<file path="config.mk">
export PLATFORM = sky130hd
export DESIGN_NAME = biu_queue
export DESIGN_NICKNAME = d
export VERILOG_FILES = /design/src/rtl/biu_pkg.sv /design/src/rtl/biu_queue.sv
export SDC_FILE = /design/constraint.sdc
export NUM_CORES = 1
export LEC_CHECK = 0
export BUFFER_PORTS_ARGS = -buffer_cell sky130_fd_sc_hd__buf_2
export CAP_MARGIN = 15
export CORE_ASPECT_RATIO = 0.5
export CORE_UTILIZATION = 57
export CTS_CLUSTER_DIAMETER = 50
export DETAILED_ROUTE_END_ITERATION = 8
export PLACE_DENSITY = 0.87
export REMOVE_ABC_BUFFERS = 1
export SYNTH_ARGS = -nofsm -noshare
export SYNTH_HDL_FRONTEND = slang
export SYNTH_SLANG_ARGS = --single-unit
</file>
<file path="constraint.sdc">
create_clock -name i_clk -period 3.92 [get_ports i_clk]
set_input_delay 0.196 -clock i_clk [delete_from_list [all_inputs] [get_ports i_clk]]
set_output_delay 0.196 -clock i_clk [all_outputs]
set_load 0.03 [all_outputs]
</file>
<file path="src/rtl/biu_pkg.sv">
`default_nettype none
package biu_pkg;

    localparam int SAMPLE_BITS = 16;
    localparam int VALUE_BITS  = 24;
    localparam int COORD_BITS  = 13;
    localparam int FACTOR_BITS = 4;
    localparam int DIM_BITS    = 11;
    localparam int CNT_BITS    = 10;
    localparam int MAX_COLS    = 1024;
    localparam int ROW_LIMIT   = 1024;
    localparam int MAX_FACTOR  = 8;
    localparam int QUEUE_DEPTH = 4;
    localparam int QPTR_BITS   = 2;
    localparam int CFG_IDX_BITS = 2;

    localparam logic [CFG_IDX_BITS-1:0] REG_FACTOR    = 2'd0;
    localparam logic [CFG_IDX_BITS-1:0] REG_GRID_ROWS = 2'd1;
    localparam logic [CFG_IDX_BITS-1:0] REG_GRID_COLS = 2'd2;

    typedef struct packed {
        logic [FACTOR_BITS-1:0] factor;
        logic [DIM_BITS-1:0]    rows;
        logic [DIM_BITS-1:0]    cols;
    } t_cfg;

    typedef struct packed {
        logic signed [SAMPLE_BITS-1:0] x;
        logic signed [SAMPLE_BITS-1:0] up;
        logic signed [SAMPLE_BITS-1:0] ul;
        logic signed [SAMPLE_BITS-1:0] lf;
        logic [CNT_BITS-1:0]           row;
        logic [CNT_BITS-1:0]           col;
    } t_entry;

    // Divide by 2*F*F as a shift, then a multiply by the reciprocal of the odd part.
    typedef struct packed {
        logic [2:0]  shift;
        logic [5:0]  odd;
        logic [31:0] mult;
        logic [5:0]  rsh;
    } t_div;

    function automatic t_div div_params(input logic [FACTOR_BITS-1:0] f);
        t_div d;
        case (f)
            4'd2:    d = '{3'd3, 6'd1, 32'h8000_0000, 6'd31};
            4'd3:    d = '{3'd1, 6'd9, 32'd3817748707, 6'd35};
            4'd4:    d = '{3'd5, 6'd1, 32'h8000_0000, 6'd31};
            4'd5:    d = '{3'd1, 6'd25, 32'd2748779069, 6'd36};
            4'd6:    d = '{3'd3, 6'd9, 32'd3817748707, 6'd35};
            4'd7:    d = '{3'd1, 6'd49, 32'd2804876601, 6'd37};
            4'd8:    d = '{3'd7, 6'd1, 32'h8000_0000, 6'd31};
            default: d = '{3'd1, 6'd1, 32'h8000_0000, 6'd31};
        endcase
        return d;
    endfunction

    function automatic logic [DIM_BITS-1:0] clamp_dim(input logic [DIM_BITS-1:0] v,
                                                      input logic [DIM_BITS-1:0] hi);
        logic [DIM_BITS-1:0] r;
        if (v == '0) begin
            r = DIM_BITS'(1);
        end else if (v > hi) begin
            r = hi;
        end else begin
            r = v;
        end
        return r;
    endfunction

    function automatic logic [FACTOR_BITS-1:0] clamp_factor(input logic [FACTOR_BITS-1:0] v);
        logic [FACTOR_BITS-1:0] r;
        if (v == '0) begin
            r = FACTOR_BITS'(1);
        end else if (v > FACTOR_BITS'(MAX_FACTOR)) begin
            r = FACTOR_BITS'(MAX_FACTOR);
        end else begin
            r = v;
        end
        return r;
    endfunction

endpackage
`default_nettype wire

</file>
<file path="src/rtl/biu_queue.sv">
`default_nettype none
module biu_queue (
    input  wire logic            i_clk,
    input  wire logic            i_rst_n,
    input  wire logic            i_push,
    input  wire biu_pkg::t_entry i_entry,
    output logic                 o_full,
    input  wire logic            i_pop,
    output logic                 o_valid,
    output biu_pkg::t_entry      o_entry
);

    biu_pkg::t_entry              r_mem [biu_pkg::QUEUE_DEPTH];
    logic [biu_pkg::QPTR_BITS-1:0] r_wp;
    logic [biu_pkg::QPTR_BITS-1:0] r_rp;
    logic [biu_pkg::QPTR_BITS:0]   r_cnt;

    assign o_full  = (r_cnt == (biu_pkg::QPTR_BITS+1)'(biu_pkg::QUEUE_DEPTH));
    assign o_valid = (r_cnt != '0);
    assign o_entry = r_mem[r_rp];

    always_ff @(posedge i_clk) begin
        if (i_push) begin
            r_mem[r_wp] <= i_entry;
        end
    end

    always_ff @(posedge i_clk) begin
        if (!i_rst_n) begin
            r_wp  <= '0;
            r_rp  <= '0;
            r_cnt <= '0;
        end else begin
            if (i_push) begin
                r_wp <= r_wp + biu_pkg::QPTR_BITS'(1);
            end
            if (i_pop) begin
                r_rp <= r_rp + biu_pkg::QPTR_BITS'(1);
            end
            if (i_push && !i_pop) begin
                r_cnt <= r_cnt + (biu_pkg::QPTR_BITS+1)'(1);
            end else if (!i_push && i_pop) begin
                r_cnt <= r_cnt - (biu_pkg::QPTR_BITS+1)'(1);
            end
        end
    end

endmodule
`default_nettype wire

</file>
# [After elaboration in Yosys (flattened, before gate mapping)]
# Memory sizes are Yosys's and may differ from the RTL's. A register that Yosys moved wholly into a read port is not among the register bits.
# Cells that the tools add are included.
# Widths: inputs -> output; s select.
[totals] register_bits=7 mem_bits_rw=336 input_bits=88 out_inout_bits=86 mem_count=1
[classes] addsub=4 n_eq_ne=1 mux=6 n_reduce_logical=6
[mem_list] name="r_mem" depth=4 width=84 rd=1 rd_clocked_by_memory_dff=1 wr=1 line_no="biu_queue.sv:13" rtl="biu_pkg::t_entry r_mem [biu_pkg::QUEUE_DEPTH];"
[ops] op="$mux 3" n=2
[ops] op="$add 2x1->2 const B" n=2
[ops] op="$mux 2" n=2
[ops] op="$add 3x1->3 const B" n=1
[ops] op="$eq 3x3->1 const B" n=1
[ops] op="$reduce_bool 3->1" n=1
[ops] op="$sub 3x1->3 const B" n=1
[ops] op="$logic_and 1x1->1" n=2
[ops] op="$logic_not 1->1" n=2
[ops] op="$mux 1" n=2
[ops] op="$reduce_bool 2->1" n=1

# [Depth between registers and ports, before layout]
[logic_depth] word_depth=4 ltp_mapped=7

# [Worst setup path before layout]
# OpenSTA, ideal clock, no wires.
[synth_path] path_kind="reg-to-reg" start="register r_wp[0] in the netlist's numbering" end="memory r_mem[0][0] in the netlist's numbering, enable pin" setup_time_ns=0.451 arrival_ns=2.494 required_ns=3.469 path_slack_ns=0.975 path_stages_with_launch=4 cell_sequence="dfxtp_1 > inv_1 > ha_1 > and2_1"
[synth_lines] element="start, declared" line_no="biu_queue.sv:14" rtl="logic [biu_pkg::QPTR_BITS-1:0] r_wp;"
[synth_lines] element="start signal, assigned" line_no="biu_queue.sv:35" rtl="r_wp <= r_wp + biu_pkg::QPTR_BITS'(1);"
[synth_lines] element="end, declared" line_no="biu_queue.sv:13"
# Straight into the memory's write port.

==> run_summary.xml <==
<?xml version="1.0" encoding="UTF-8"?>
<metrics>
  <group name="placed_design">
    <metric name="port_buffers" unit="">173</metric>
    <metric name="place.gp.congestion" unit="">0.7140</metric>
    <metric name="post-place-ws" unit="ns">1.733</metric>
    <metric name="place_hpwl" unit="mm">14.43</metric>
  </group>
  <group name="worst_setup_path">
    <metric name="crit_path_start_kind" unit="">flop</metric>
    <metric name="worstPathArrival" unit="ns">2.50</metric>
    <metric name="cp.required" unit="ns">3.72</metric>
    <metric name="worstRegToRegCells" unit="">3</metric>
    <metric name="critPathSlowestCell" unit="">dfxtp_4</metric>
    <metric name="r2r-end" unit="">r_mem[3][36]</metric>
    <metric name="r2r_start" unit="">r_wp[0]</metric>
    <metric name="reg2reg_setup_slack" unit="ns">1.94</metric>
    <metric name="cp_cell_sequence" unit="">buf_12 &gt; mux4_2 &gt; buf_2</metric>
    <metric name="worst-path-max-fanout" unit="">44</metric>
    <metric name="timing.critical_path.to_type" unit="">output pin</metric>
    <metric name="crit_type" unit="">flop to output pin</metric>
    <metric name="worst_path_largest_cell_delay" unit="ns">0.71</metric>
  </group>
  <group name="layout">
    <metric name="count_of_nets_after_finishing" unit="">858</metric>
    <metric name="nFillCells" unit="">1172</metric>
    <metric name="register_area" unit="um2">10280</metric>
    <metric name="area.growth.synth_to_final" unit="%">23.42</metric>
    <metric name="mostFrequentLayoutCell" unit="">edfxtp_1</metric>
    <metric name="multiInputGateArea" unit="um2">2153</metric>
    <metric name="antennaDiodeCount" unit="">0</metric>
    <metric name="post_route_cells_drive_above_1_share" unit="">0.3987</metric>
    <metric name="commonest_cells_after_routing_fill_and_taps_aside" unit="">336 x edfxtp_1, 173 x buf_2, 85 x dlygate4sd3_1</metric>
  </group>
  <group name="grt">
    <metric name="first_global_vias" unit="">6665</metric>
    <metric name="grt_start_max_net_pins" unit="">70</metric>
    <metric name="antenna_violations_before_repair" unit="">0</metric>
    <metric name="grt_pass1_wl" unit="mm">38.70</metric>
    <metric name="sum_of_overflow_across_all_layers_after_global_routing" unit="">0</metric>
    <metric name="gr-usage-all-layers" unit="">0.2356</metric>
  </group>
  <group name="floorplanning">
    <metric name="fp.dieW" unit="um">212.0</metric>
    <metric name="floorplan.die.height" unit="um">107.0</metric>
    <metric name="die_area" unit="um2">22680</metric>
    <metric name="starting_density" unit="">0.5965</metric>
    <metric name="core-area" unit="um2">21060</metric>
    <metric name="core.rowCount" unit="">37</metric>
    <metric name="io_pins" unit="">174</metric>
  </group>
  <group name="route">
    <metric name="drt-wirelength-per-cell" unit="um">23.69</metric>
    <metric name="violation_count_after_the_first_detailed_routing_iteration" unit="">503</metric>
    <metric name="drt-pass1-iter-count" unit="">5</metric>
    <metric name="dr_total_vias" unit="">6161</metric>
    <metric name="remaining_drc_errors" unit="">0</metric>
    <metric name="vias_per_cell" unit="">5.721</metric>
    <metric name="drt.antenna.violating_nets" unit="">0</metric>
    <metric name="detail_route.wirelength" unit="mm">25.51</metric>
  </group>
  <group name="yosys">
    <metric name="yosysWarningCount" unit="">0</metric>
    <metric name="yosysUniqueCellTypes" unit="">20</metric>
    <metric name="syn_inst" unit="">481</metric>
    <metric name="synthesis.area_per_instance" unit="um2">26.12</metric>
    <metric name="synth_area" unit="um2">12560</metric>
    <metric name="synth-seq-area-share" unit="">0.8174</metric>
    <metric name="synth_seq_cells" unit="">345</metric>
  </group>
  <group name="clock_tree">
    <metric name="clock_latency" unit="ns">0.54</metric>
    <metric name="path_clk_slew" unit="ns">0.06</metric>
    <metric name="tritoncts_num_sinks" unit="">345</metric>
    <metric name="cts_buffers" unit="">29</metric>
    <metric name="cts_setup_buffers" unit="">0</metric>
    <metric name="tritoncts" unit="">done</metric>
    <metric name="ctsHtreeMaxLevel" unit="">1</metric>
    <metric name="cts.path.max_buffers" unit="">3</metric>
    <metric name="root_buffer" unit="">clkbuf_16</metric>
  </group>
  <group name="status">
    <metric name="status" unit="">complete, no violations</metric>
  </group>
  <group name="timing">
    <metric name="slew_viol_final" unit="">0</metric>
    <metric name="finalCritPeriodShare" unit="">0.6879</metric>
    <metric name="grt_setup_unrepaired" unit="">no</metric>
    <metric name="setup_viol_count_final" unit="">0</metric>
    <metric name="hold_viol" unit="">0</metric>
    <metric name="period_minus_slack" unit="ns">2.697</metric>
    <metric name="maxClockFrequency" unit="MHz">370.8</metric>
    <metric name="slew_headroom" unit="">0.2900</metric>
    <metric name="clock_skews" unit="ns">0.01313</metric>
    <metric name="setup_total_negative_slack" unit="ns">0</metric>
    <metric name="tightest_slew" unit="ns">1.065</metric>
    <metric name="layout_setup_ws" unit="ns">1.223</metric>
  </group>
  <group name="hold_path">
    <metric name="hold_path_depth" unit="">3</metric>
    <metric name="hold_path_startpoint" unit="">i_pop</metric>
    <metric name="min_to" unit="">r_rp[0]</metric>
    <metric name="timing.hold.worst.class" unit="">primary input to flop</metric>
  </group>
  <group name="power">
    <metric name="leakagePower" unit="nW">5.296</metric>
    <metric name="vdd_ir_drop_max" unit="V">0.0003102</metric>
    <metric name="power_density" unit="nW/um2">520.1</metric>
  </group>
  <group name="run">
    <metric name="maxCapViolCount" unit="">0</metric>
  </group>
</metrics>
==> critical path: cells and delay by family, from the launching register on <==
family / cells / cell delay, ns
muxes: 1 / 0.60
DFF: 1 / 0.71
buffers and inverters: 2 / 0.59
==> cell usage after synthesis (all sizes together) <==
library cell,number,share of area
ha,5,0.0050
buf,16,0.010
dfxtp,9,0.014
mux2i,2,0.0016
nand2,1,0.00030
o21ai,1,0.00040
and2,9,0.0045
mux4,84,0.15
fa,1,0.0016
nor2b,2,0.0010
or3,2,0.0010
nor3b,1,0.00060
xnor2,2,0.0014
a21boi,1,0.00060
inv,4,0.0012
clkbuf,2,0.00060
xor2,3,0.0021
edfxtp,336,0.80
==> where the power goes <==
group | internal [mW] | switching [mW] | leakage (nW)
clock network | 1.48 | 1.23 | 0.434
logic | 0.410 | 0.616 | 1.70
registers | 4.23 | 0.0913 | 3.16
==> per-stage QoR <==
stage                     instances  instance area (um2)  power (mW)  hold slack [ns]  utilization
after floorplan                 463                12430       5.041           0.2949            -
after global placement          940                13780       5.319           0.4058       0.6542
after detailed placement        940                13780       5.356           0.4134       0.6542
after CTS                      1077                15510       8.095          0.02562       0.7362
after global routing           1077                15510       8.314          0.03863       0.7362
final                          1077                15510       8.066          0.05042       0.7362
==> registers in the layout, summed over array words and instances, names as in the netlist, named ones only <==
| name | flops |
|---|---|
| r_mem | 336 |
| r_cnt | 3 |
| r_rp | 2 |
| r_wp | 2 |
==> how the worst max path moves through the flow <==
stage	depth (start not counted)	slack, ns	from	end
final	3	1.22	flop	o_entry[8]
after global routing	3	1.06	flop	o_entry[8]
after floorplan	1	-0.56	flop	o_entry[0]
after detailed placement	3	1.73	flop	o_entry[8]
after CTS	3	1.15	flop	o_entry[8]
after global placement	3	1.74	flop	o_entry[8]
==> final cells by class <==
class / count / share of cell area
timing repair buffer: 270 / 0.1173
sequential: 345 / 0.6627
inverter: 4 / 0.0009682
clock inverter: 20 / 0.009037
multi-input combinational: 114 / 0.1389
tap: 292 / 0.02356
clock buffer: 32 / 0.04752
==> metal layers <==
layer	vias up	GRT usage	wire length [um]	part of all wire
met5	-	0	0	0
met4	0	0.06418	645	0.025
met2	216	0.4124	13450	0.53
met1	3270	0.3092	10090	0.40
li1	2627	-	-	-
met3	48	0.04189	1324	0.052
==> what timing repair did <==
action,in CTS,in global routing
hold buffers,85,0
endpoints found under the hold margin,345,0
gates resized for setup,0,0
==> cells by family (layout without fill, tap and decap cells) <==
family / after synthesis / in the layout / share of synthesized area
buf+inv: 22 / 326 / 0.01205
mux: 86 / 86 / 0.1522
simple gates: 15 / 15 / 0.007368
fa+ha+maj: 6 / 6 / 0.006572
xor+xnor: 5 / 5 / 0.003486
compound gates: 2 / 2 / 0.0009957
flops: 345 / 345 / 0.8174
No activity file was read; power rests on OpenSTA's default activity.
